`src/hw/rtl/cube_orientation_move_translator_top_macros.svh`:
```
// assertion macros shared by the cube orientation move translator rtl
// expects signals named clock and reset in the including module
`ifndef CUBE_ORIENTATION_MOVE_TRANSLATOR_TOP_MACROS_SVH
`define CUBE_ORIENTATION_MOVE_TRANSLATOR_TOP_MACROS_SVH

// same-cycle implication, quiet during reset
`define COTR_ASSERT_IMP(label, ante, cons, msg) \
   label: assert property (@(posedge clock) disable iff (reset) (ante) |-> (cons)) \
      else $error(msg);

// next-cycle implication, quiet during reset
`define COTR_ASSERT_NXT(label, ante, cons, msg) \
   label: assert property (@(posedge clock) disable iff (reset) (ante) |=> (cons)) \
      else $error(msg);

`endif

```
`src/hw/rtl/cotr_pkg.sv`:
```
// types, move codes, cube permutations and the control store of the move translator
// no dependencies; used by cotr_useq and the top level
`timescale 1ns / 1ps

package cotr_pkg;

   typedef logic [2:0] face_type;
   typedef logic [2:0] pos_type;
   typedef logic [1:0] turn_type;
   typedef logic [5:0][2:0] orient_type;

   // physical positions
   localparam pos_type POS_U = 3'd0;
   localparam pos_type POS_R = 3'd1;
   localparam pos_type POS_F = 3'd2;
   localparam pos_type POS_D = 3'd3;
   localparam pos_type POS_L = 3'd4;
   localparam pos_type POS_B = 3'd5;

   // logical faces
   localparam face_type FACE_U = 3'd0;
   localparam face_type FACE_R = 3'd1;
   localparam face_type FACE_F = 3'd2;
   localparam face_type FACE_D = 3'd3;
   localparam face_type FACE_L = 3'd4;
   localparam face_type FACE_B = 3'd5;

   localparam turn_type TURN_PLUS  = 2'd0;
   localparam turn_type TURN_MINUS = 2'd1;
   localparam turn_type TURN_HALF  = 2'd2;

   localparam orient_type ORIENT_HOME = {FACE_B, FACE_L, FACE_D, FACE_F, FACE_R, FACE_U};

   typedef enum logic [3:0] {
      MV_ZP   = 4'd0,
      MV_ZM   = 4'd1,
      MV_Z2   = 4'd2,
      MV_YP   = 4'd3,
      MV_YM   = 4'd4,
      MV_Y2   = 4'd5,
      MV_DP   = 4'd6,
      MV_DM   = 4'd7,
      MV_D2   = 4'd8,
      MV_NONE = 4'd9
   } move_type;

   // where the emitted code of a microstep comes from
   typedef enum logic [1:0] {
      SRC_CONST,
      SRC_TURN,
      SRC_FIX
   } src_type;

   // how the last flag of a microstep is decided
   typedef enum logic [1:0] {
      LAST_NEVER,
      LAST_ALWAYS,
      LAST_IF_DONE
   } last_type;

   typedef logic [3:0] uaddr_type;

   // control store addresses
   localparam uaddr_type UA_NONE   = 4'd0;
   localparam uaddr_type UA_TURN   = 4'd1;
   localparam uaddr_type UA_EX_U   = 4'd2;
   localparam uaddr_type UA_EX_R   = 4'd3;
   localparam uaddr_type UA_EX_F   = 4'd4;
   localparam uaddr_type UA_EX_L   = 4'd5;
   localparam uaddr_type UA_EX_B   = 4'd6;
   localparam uaddr_type UA_FIX    = 4'd7;
   localparam uaddr_type UA_RS_Y   = 4'd8;
   localparam uaddr_type UA_RS_U   = 4'd9;
   localparam uaddr_type UA_RS_D   = 4'd10;
   localparam uaddr_type UA_RS_L   = 4'd11;
   localparam uaddr_type UA_RS_B   = 4'd12;
   localparam uaddr_type UA_RS_BY1 = 4'd13;
   localparam uaddr_type UA_RS_BY2 = 4'd14;

   typedef struct packed {
      src_type   src;
      move_type  code;
      last_type  lastm;
      logic      stop;
      uaddr_type nxt;
   } uword_type;

   typedef struct packed {
      logic    found;
      pos_type pos;
   } loc_type;

   function automatic uword_type mk_word(src_type src, move_type code, last_type lastm,
                                         logic stop, uaddr_type nxt);
      uword_type w;
      w.src   = src;
      w.code  = code;
      w.lastm = lastm;
      w.stop  = stop;
      w.nxt   = nxt;
      return w;
   endfunction

   // microprogram: execute chains pre-moves into the d turn, restore brings the front face
   // home with z and y+ moves plus an optional z fix, which comes first when front is at b
   function automatic uword_type rom_word(uaddr_type a);
      uword_type w;
      case (a)
         UA_NONE:   w = mk_word(SRC_CONST, MV_NONE, LAST_ALWAYS,  1'b1, UA_NONE);
         UA_TURN:   w = mk_word(SRC_TURN,  MV_NONE, LAST_ALWAYS,  1'b1, UA_NONE);
         UA_EX_U:   w = mk_word(SRC_CONST, MV_Z2,   LAST_NEVER,   1'b0, UA_TURN);
         UA_EX_R:   w = mk_word(SRC_CONST, MV_ZP,   LAST_NEVER,   1'b0, UA_TURN);
         UA_EX_F:   w = mk_word(SRC_CONST, MV_YP,   LAST_NEVER,   1'b0, UA_EX_L);
         UA_EX_L:   w = mk_word(SRC_CONST, MV_ZM,   LAST_NEVER,   1'b0, UA_TURN);
         UA_EX_B:   w = mk_word(SRC_CONST, MV_YP,   LAST_NEVER,   1'b0, UA_EX_R);
         UA_FIX:    w = mk_word(SRC_FIX,   MV_NONE, LAST_ALWAYS,  1'b1, UA_NONE);
         UA_RS_Y:   w = mk_word(SRC_CONST, MV_YP,   LAST_IF_DONE, 1'b0, UA_FIX);
         UA_RS_U:   w = mk_word(SRC_CONST, MV_ZP,   LAST_NEVER,   1'b0, UA_RS_Y);
         UA_RS_D:   w = mk_word(SRC_CONST, MV_ZM,   LAST_NEVER,   1'b0, UA_RS_Y);
         UA_RS_L:   w = mk_word(SRC_CONST, MV_Z2,   LAST_NEVER,   1'b0, UA_RS_Y);
         UA_RS_B:   w = mk_word(SRC_FIX,   MV_NONE, LAST_NEVER,   1'b0, UA_RS_BY1);
         UA_RS_BY1: w = mk_word(SRC_CONST, MV_YP,   LAST_NEVER,   1'b0, UA_RS_BY2);
         UA_RS_BY2: w = mk_word(SRC_CONST, MV_YP,   LAST_ALWAYS,  1'b1, UA_NONE);
         default:   w = mk_word(SRC_CONST, MV_NONE, LAST_ALWAYS,  1'b1, UA_NONE);
      endcase
      return w;
   endfunction

   // new[p] = old[src[p]] for the six whole-cube moves, d moves leave it alone
   function automatic orient_type rotate(orient_type o, move_type code);
      orient_type r;
      r = o;
      case (code)
         MV_ZP: begin
            r[POS_U] = o[POS_L];
            r[POS_R] = o[POS_U];
            r[POS_D] = o[POS_R];
            r[POS_L] = o[POS_D];
         end
         MV_ZM: begin
            r[POS_U] = o[POS_R];
            r[POS_R] = o[POS_D];
            r[POS_D] = o[POS_L];
            r[POS_L] = o[POS_U];
         end
         MV_Z2: begin
            r[POS_U] = o[POS_D];
            r[POS_R] = o[POS_L];
            r[POS_D] = o[POS_U];
            r[POS_L] = o[POS_R];
         end
         MV_YP: begin
            r[POS_R] = o[POS_B];
            r[POS_F] = o[POS_R];
            r[POS_L] = o[POS_F];
            r[POS_B] = o[POS_L];
         end
         MV_YM: begin
            r[POS_R] = o[POS_F];
            r[POS_F] = o[POS_L];
            r[POS_L] = o[POS_B];
            r[POS_B] = o[POS_R];
         end
         MV_Y2: begin
            r[POS_R] = o[POS_L];
            r[POS_F] = o[POS_B];
            r[POS_L] = o[POS_R];
            r[POS_B] = o[POS_F];
         end
         default: r = o;
      endcase
      return r;
   endfunction

   // z move that brings the up face home, valid with the front face on the f-b axis
   function automatic move_type fix_code(orient_type o);
      move_type m;
      if (o[POS_L] == FACE_U) begin
         m = MV_ZP;
      end else if (o[POS_R] == FACE_U) begin
         m = MV_ZM;
      end else if (o[POS_D] == FACE_U) begin
         m = MV_Z2;
      end else begin
         m = MV_NONE;
      end
      return m;
   endfunction

   function automatic loc_type locate(orient_type o, face_type f);
      loc_type l;
      l.found = 1'b0;
      l.pos   = POS_U;
      for (int p = 5; p >= 0; p--) begin
         if (o[3'(p)] == f) begin
            l.found = 1'b1;
            l.pos   = 3'(p);
         end
      end
      return l;
   endfunction

endpackage

```
`src/hw/rtl/cotr_useq.sv`:
```
// microsequencer of the move translator: program counter that follows the control store
// depends on cotr_pkg (control word type, addresses, rom_word)
`timescale 1ns / 1ps

module cotr_useq (
   input  logic                 clock,
   input  logic                 reset,
   input  logic                 start,
   input  cotr_pkg::uaddr_type  entry,
   input  logic                 step,
   output logic                 busy,
   output cotr_pkg::uword_type  uword
);

   cotr_pkg::uaddr_type pc_ff;
   cotr_pkg::uaddr_type pc_in;
   logic                busy_ff;
   logic                busy_in;

   always_comb begin
      pc_in   = pc_ff;
      busy_in = busy_ff;
      if (start) begin
         pc_in   = entry;
         busy_in = 1'b1;
      end else if (step) begin
         if (uword.stop) begin
            busy_in = 1'b0;
         end else begin
            pc_in = uword.nxt;
         end
      end
   end

   always_ff @(posedge clock) begin
      if (reset) begin
         pc_ff   <= cotr_pkg::UA_NONE;
         busy_ff <= 1'b0;
      end else begin
         pc_ff   <= pc_in;
         busy_ff <= busy_in;
      end
   end

   assign busy  = busy_ff;
   assign uword = cotr_pkg::rom_word(pc_ff);

endmodule

```
`src/hw/rtl/cube_orientation_move_translator_top.sv`:
```
// Cube orientation move translator. A command beat either names a logical face and a turn
// (execute) or asks to bring the cube back to its home orientation (restore). The block keeps
// the logical face held at each of the six physical positions and answers each command with
// one to three robot move beats on rsp, the final one with tlast high. Execute gives the
// pre-moves for the face's current position followed by d+, d- or d2; restore gives the
// shortest z+/z-/z2/y+ sequence home, preferring earlier moves in that order. An aligned
// restore, a face code above 5 or a turn code of 3 gives a single none beat. Work is run by
// a small microprogram, one control word per clock while rsp is ready: a command is taken
// in, then runs one to three microsteps (a restore may spend one step on a z fix that turns
// out not needed), and no new command is taken until its last microstep is done.
// A result register holds each beat; while it waits on rsp_tready the microprogram waits too.
// depends on cotr_pkg, cotr_useq and the assertion macro header
`timescale 1ns / 1ps
`include "cube_orientation_move_translator_top_macros.svh"

module cube_orientation_move_translator_top (
   input  logic       clock,
   input  logic       reset,
   input  logic       req_tvalid,
   output logic       req_tready,
   input  logic [7:0] req_tdata,   // face [2:0], turn [4:3], zero [7:5]
   input  logic       req_tuser,   // command: 0 execute, 1 restore
   output logic       rsp_tvalid,
   input  logic       rsp_tready,
   output logic [7:0] rsp_tdata,   // move_code [3:0], zero [7:4]
   output logic       rsp_tlast
);

   cotr_pkg::face_type   req_face;
   cotr_pkg::turn_type   req_turn;
   logic                 req_fire;
   cotr_pkg::uaddr_type  entry;
   cotr_pkg::loc_type    face_loc;
   cotr_pkg::loc_type    front_loc;

   logic                 seq_busy;
   cotr_pkg::uword_type  uword;
   logic                 step;

   cotr_pkg::orient_type orient_ff;
   cotr_pkg::orient_type orient_in;
   cotr_pkg::orient_type rotated;
   cotr_pkg::turn_type   turn_ff;
   cotr_pkg::turn_type   turn_in;

   cotr_pkg::move_type   cur_code;
   logic                 cur_last;
   logic                 emit;
   logic                 out_free;

   logic                 rsp_valid_ff;
   logic                 rsp_valid_in;
   cotr_pkg::move_type   rsp_code_ff;
   cotr_pkg::move_type   rsp_code_in;
   logic                 rsp_last_ff;
   logic                 rsp_last_in;

   logic                 fix_active;
   logic                 front_on_axis;
   logic                 d_beat;

   assign req_face   = req_tdata[2:0];
   assign req_turn   = req_tdata[4:3];
   assign req_tready = !seq_busy;
   assign req_fire   = req_tvalid && req_tready;

   // dispatch: entry point of the microprogram from command and current orientation
   always_comb begin
      face_loc  = cotr_pkg::locate(orient_ff, req_face);
      front_loc = cotr_pkg::locate(orient_ff, cotr_pkg::FACE_F);
      entry     = cotr_pkg::UA_NONE;
      if (req_tuser) begin
         if (orient_ff == cotr_pkg::ORIENT_HOME || !front_loc.found) begin
            entry = cotr_pkg::UA_NONE;
         end else begin
            case (front_loc.pos)
               cotr_pkg::POS_U: entry = cotr_pkg::UA_RS_U;
               cotr_pkg::POS_R: entry = cotr_pkg::UA_RS_Y;
               cotr_pkg::POS_F: entry = cotr_pkg::UA_FIX;
               cotr_pkg::POS_D: entry = cotr_pkg::UA_RS_D;
               cotr_pkg::POS_L: entry = cotr_pkg::UA_RS_L;
               cotr_pkg::POS_B: entry = cotr_pkg::UA_RS_B;
               default:         entry = cotr_pkg::UA_NONE;
            endcase
         end
      end else if (req_face > cotr_pkg::FACE_B || req_turn > cotr_pkg::TURN_HALF ||
                   !face_loc.found) begin
         entry = cotr_pkg::UA_NONE;
      end else begin
         case (face_loc.pos)
            cotr_pkg::POS_U: entry = cotr_pkg::UA_EX_U;
            cotr_pkg::POS_R: entry = cotr_pkg::UA_EX_R;
            cotr_pkg::POS_F: entry = cotr_pkg::UA_EX_F;
            cotr_pkg::POS_D: entry = cotr_pkg::UA_TURN;
            cotr_pkg::POS_L: entry = cotr_pkg::UA_EX_L;
            cotr_pkg::POS_B: entry = cotr_pkg::UA_EX_B;
            default:         entry = cotr_pkg::UA_NONE;
         endcase
      end
   end

   cotr_useq u_useq (
      .clock (clock),
      .reset (reset),
      .start (req_fire),
      .entry (entry),
      .step  (step),
      .busy  (seq_busy),
      .uword (uword)
   );

   // datapath driven by the current control word
   always_comb begin
      case (uword.src)
         cotr_pkg::SRC_CONST: cur_code = uword.code;
         cotr_pkg::SRC_TURN:
            cur_code = cotr_pkg::move_type'(4'(int'(cotr_pkg::MV_DP) + int'(turn_ff)));
         cotr_pkg::SRC_FIX:   cur_code = cotr_pkg::fix_code(orient_ff);
         default:             cur_code = cotr_pkg::MV_NONE;
      endcase

      // a fix step with nothing to fix produces no beat
      emit    = !(uword.src == cotr_pkg::SRC_FIX && cur_code == cotr_pkg::MV_NONE);
      rotated = cotr_pkg::rotate(orient_ff, cur_code);

      case (uword.lastm)
         cotr_pkg::LAST_NEVER:   cur_last = 1'b0;
         cotr_pkg::LAST_ALWAYS:  cur_last = 1'b1;
         cotr_pkg::LAST_IF_DONE: cur_last = (cotr_pkg::fix_code(rotated) == cotr_pkg::MV_NONE);
         default:                cur_last = 1'b1;
      endcase

      out_free = !rsp_valid_ff || rsp_tready;
      step     = seq_busy && (!emit || out_free);
   end

   always_comb begin
      orient_in    = orient_ff;
      turn_in      = turn_ff;
      rsp_valid_in = rsp_valid_ff;
      rsp_code_in  = rsp_code_ff;
      rsp_last_in  = rsp_last_ff;
      if (req_fire) begin
         turn_in = req_turn;
      end
      if (rsp_tready) begin
         rsp_valid_in = 1'b0;
      end
      if (step) begin
         orient_in = rotated;
         if (emit) begin
            rsp_valid_in = 1'b1;
            rsp_code_in  = cur_code;
            rsp_last_in  = cur_last;
         end
      end
   end

   always_ff @(posedge clock) begin
      if (reset) begin
         orient_ff    <= cotr_pkg::ORIENT_HOME;
         rsp_valid_ff <= 1'b0;
      end else begin
         orient_ff    <= orient_in;
         rsp_valid_ff <= rsp_valid_in;
      end
   end

   always_ff @(posedge clock) begin
      turn_ff     <= turn_in;
      rsp_code_ff <= rsp_code_in;
      rsp_last_ff <= rsp_last_in;
   end

   assign rsp_tvalid = rsp_valid_ff;
   assign rsp_tdata  = {4'b0000, 4'(rsp_code_ff)};
   assign rsp_tlast  = rsp_last_ff;

   assign fix_active    = seq_busy && uword.src == cotr_pkg::SRC_FIX;
   assign front_on_axis = orient_ff[cotr_pkg::POS_F] == cotr_pkg::FACE_F ||
                          orient_ff[cotr_pkg::POS_B] == cotr_pkg::FACE_F;
   assign d_beat        = step && emit && (cur_code == cotr_pkg::MV_DP ||
                          cur_code == cotr_pkg::MV_DM || cur_code == cotr_pkg::MV_D2);

   `COTR_ASSERT_NXT(a_idle_holds_orient, !seq_busy, $stable(orient_ff), "orient moved while idle")
   `COTR_ASSERT_IMP(a_fix_on_fb_axis, fix_active, front_on_axis, "z fix with front off the f-b axis")
   `COTR_ASSERT_IMP(a_d_move_is_last, d_beat, cur_last, "d move not marked last")

endmodule
```
`config.mk`:
```
export PLATFORM = sky130hd
export DESIGN_NAME = cube_orientation_move_translator_top
export DESIGN_NICKNAME = d
export VERILOG_FILES = /design/src/hw/rtl/cotr_pkg.sv /design/src/hw/rtl/cotr_useq.sv /design/src/hw/rtl/cube_orientation_move_translator_top.sv
export VERILOG_INCLUDE_DIRS = /design/src /design/src/hw/rtl
export SDC_FILE = /design/constraint.sdc
export NUM_CORES = 1
export LEC_CHECK = 0
export BUFFER_PORTS_ARGS = -buffer_cell sky130_fd_sc_hd__buf_2
export CORE_MARGIN = 5
export CORE_UTILIZATION = 25
export DETAILED_ROUTE_END_ITERATION = 10
export HOLD_SLACK_MARGIN = 0.05
export SLEW_MARGIN = 10
export SYNTH_ARGS = -nofsm -noshare
export SYNTH_HDL_FRONTEND = slang
export SYNTH_SLANG_ARGS = --single-unit
```
`constraint.sdc`:
```
create_clock -name clock -period 3.94 [get_ports clock]
set_input_delay 0.197 -clock clock [delete_from_list [all_inputs] [get_ports clock]]
set_output_delay 0.197 -clock clock [all_outputs]
set_load 0.01 [all_outputs]
```
==> flow_summary_export.csv <==
group,metric,value,unit
clock_tree,insertion_delay,0.30,ns
placement,placed_cells,452,
sta,setup_violations,0,
sta,hold_viol_final,0,
routing,drt_wl_total,7.52,mm
clock_tree,cts_setup_buffers,0,
sta,slew_headroom,0.479,
power_and_ir_drop,p_leak,1.16,nW
clock_tree,h-tree-depth,2,
logic_synthesis,synth_area_leaders,"dfxtp_1 (26%), edfxtp_1 (7.8%), nor2_1 (3.6%)",
setup_path,cp-end-kind,"flip-flop",
logic_synthesis,syn_area_per_cell,8.71,um2
setup_path,cp_max_fo,12,
outcome,outcome,"finished clean",
clock_tree,cts_num_sinks,42,
cells_and_area,fin_cells,460,
sta,finalCritPeriodShare,0.820,
logic_synthesis,synth_cell_types,72,
setup_path,cp.arrival,3.27,ns
logic_synthesis,netlist.area_leader.share,0.260,
logic_synthesis,synth-seq-area-share,0.339,
grt,grt_use_total,0.118,
cells_and_area,diodes,0,
logic_synthesis,yosysWarningCount,0,
floorplanning,core.rowCount,37,
floorplanning,die-width,114,um
grt,grt_pass1_wl,12.3,mm
logic_synthesis,async_flop_share,0,
flow_run,cap_violations,0,
hold_path,hold_path.class,"in -> reg",
routing,firstDrtPassIters,5,
logic_synthesis,synth_common_cells,"dfxtp_1 (35), nor2_1 (26), nand2_1 (19), o21ai_0 (19), inv_1 (15)",
sta,drv_slew,0,
placement,portBuffers,16,
routing,ant_nets,0,
routing,vias,2472,
grt,grt_pass1_vias,2275,
logic_synthesis,syn_inst,309,
setup_path,slowest_delay,0.63,ns
clock_tree,cts_tree,"built",
routing,route.detailed.wl_per_inst,16.4,um
power_and_ir_drop,p_int,875,uW
floorplanning,fp.dieH,114,um
grt,antenna_found_initial,0,
sta,period_needed,3.23,ns
setup_path,path_cells,"nand2b_1 -> a21oi_1 -> nor2_1 -> clkinv_1 -> buf_4 -> a32o_1 -> a221oi_1 -> nand3_1 -> a41o_1",
sta,fin_tns_setup,0,ns
cells_and_area,area_delta_synth_final,11.2,%
cells_and_area,drive_gt1_frac,0.160,
power_and_ir_drop,power.density,484,nW/um2
logic_synthesis,synth_edf_count,7,
placement,globalplace.congestion,0.927,
logic_synthesis,yosysTopAreaCell,"dfxtp_1",
logic_synthesis,yosysMostFrequentCell,"dfxtp_1",
cells_and_area,stdcell_area,2990,um2
logic_synthesis,ys_ff_latch,42,
logic_synthesis,syn_area,2690,um2
sta,rsz0062_at_grt,"no",
placement,place.detailed.hpwl,5.61,mm
setup_path,critPathSlowestCell,"nor2_1",
power_and_ir_drop,p_comb_frac,0.426,
power_and_ir_drop,p_sw,574,uW
clock_tree,cts_inserted_buffers,5,
logic_synthesis,synth-main-ff-cell,"dfxtp_1",
setup_path,r2r_slack,0.71,ns
setup_path,cp.required,3.98,ns
grt,overflow,0,
placement,dpl_cell_area,2900,um2
power_and_ir_drop,swShare,0.396,
setup_path,worst-setup-path-type,"reg -> reg",
cells_and_area,nNetsFinal,342,
sta,fin_worst_skew,0.00185,ns
floorplanning,io_pins,24,
routing,first_iter_violations,171,
floorplanning,die-area,12900,um2
cells_and_area,fillers,1117,
power_and_ir_drop,peakVddDrop,0.122,mV
floorplanning,core-area,10400,um2
clock_tree,clockBufferDepth,2,
sta,timing_worst_slew_pin_value,0.779,ns
clock_tree,ctsResizeCount,0,
sta,fmax,0.309,GHz
cells_and_area,seq_area,911,um2
routing,viasPerCell,5.37,
clock_tree,clkTransAtPathRegs,0.08,ns
power_and_ir_drop,clkPwrFrac,0.200,
routing,remaining_drc_errors,0,
grt,grt_max_degree,18,
power_and_ir_drop,seqPwrFrac,0.374,
clock_tree,hold_buffers,0,
floorplanning,start_util,0.258,
setup_path,worstSetupStartpointType,"flip-flop",
clock_tree,root_buffer,"clkbuf_8",
cells_and_area,multi_input_area,1590,um2
==> path summary, 6_finish.rpt <==
check	from	endpoint	depth (start not counted)
min	req_tdata[4]	turn_ff[1]	1
max reg2reg	u_useq.uword[11]	rsp_tlast	9
max	u_useq.uword[11]	rsp_tlast	9
min reg2reg	orient_ff[16]	orient_ff[16]	2
==> per-stage QoR <==
stage	hold WS, ns	utilization	worst slack, ns	power (mW)
floorplan	0.296	-	1.33	1.01
global placement	0.394	0.278	0.782	1.15
detailed placement	0.392	0.278	0.758	1.16
CTS	0.0795	0.287	0.731	1.45
global route	0.0848	0.287	0.536	1.54
finish	0.0932	0.287	0.708	1.45
==> flip-flops by register name, summed over array words and instances (netlist names) <==
name / flops
rsp_tlast: 1
rsp_code_ff: 4
orient_ff: 18
u_useq.busy: 1
u_useq.uword: 11
rsp_tvalid: 1
turn_ff: 2
u_useq.pc_ff: 4
==> cells in the final DEF (no fill, tap or decap), types with 8 or more instances in the layout <==
cell      Yosys  layout
buf_4         5      11
nand3_1      10      10
nor2_1       26      26
inv_1        15      15
a21oi_1      11      11
mux2i_1       9       9
a211oi_1      8       8
o21ai_0      19      19
dfxtp_1      35      35
nand2_1      19      19
buf_2         5      16
==> power by group through the flow <==
stage / clock network (mW) / registers, mW / logic (mW)
2_1_floorplan: 0 / 0.539 / 0.466
3_3_place_gp: 0 / 0.549 / 0.605
3_5_place_dp: 0 / 0.552 / 0.606
4_1_cts: 0.299 / 0.542 / 0.609
5_1_grt: 0.316 / 0.549 / 0.676
6_report: 0.289 / 0.541 / 0.617
==> routing by layer <==
metal / routed length, um / share of wire / GRT usage / vias up
li1: - / - / - / 1170
met1: 3540 / 0.47 / 0.172 / 1165
met2: 3160 / 0.42 / 0.170 / 120
met3: 648 / 0.086 / 0.0202 / 17
met4: 176 / 0.023 / 0.0473 / 0
met5: 0 / 0 / 0 / -
==> kinds of logic after synthesis <==
family	count (synthesis)	synth area share
buffers and inverters	40	0.0749
muxes	12	0.0460
AOI/OAI and AO/OA	96	0.263
xor gates and xnor gates	13	0.0423
and+or+nand+nor	99	0.206
DFF	42	0.339
other	1	0.00139
adders and majority gates	6	0.0279
==> area by class of cell <==
class | count | area share
clock inverters | 1 | 0.00167
repair buffers | 27 | 0.0544
flip-flops and latches | 42 | 0.305
inverters | 17 | 0.0222
well taps | 136 | 0.0569
multi-input cells | 230 | 0.531
clock buffers | 7 | 0.0289
==> critical path, delay by kind of cell (launching register included) <==
kind / cells / cell delay [ns]
buf+inv: 2 / 0.46
flops: 1 / 0.49
simple gates: 3 / 0.94
compound gates: 4 / 1.08
Note: power is estimated with default switching activity, not from simulation.
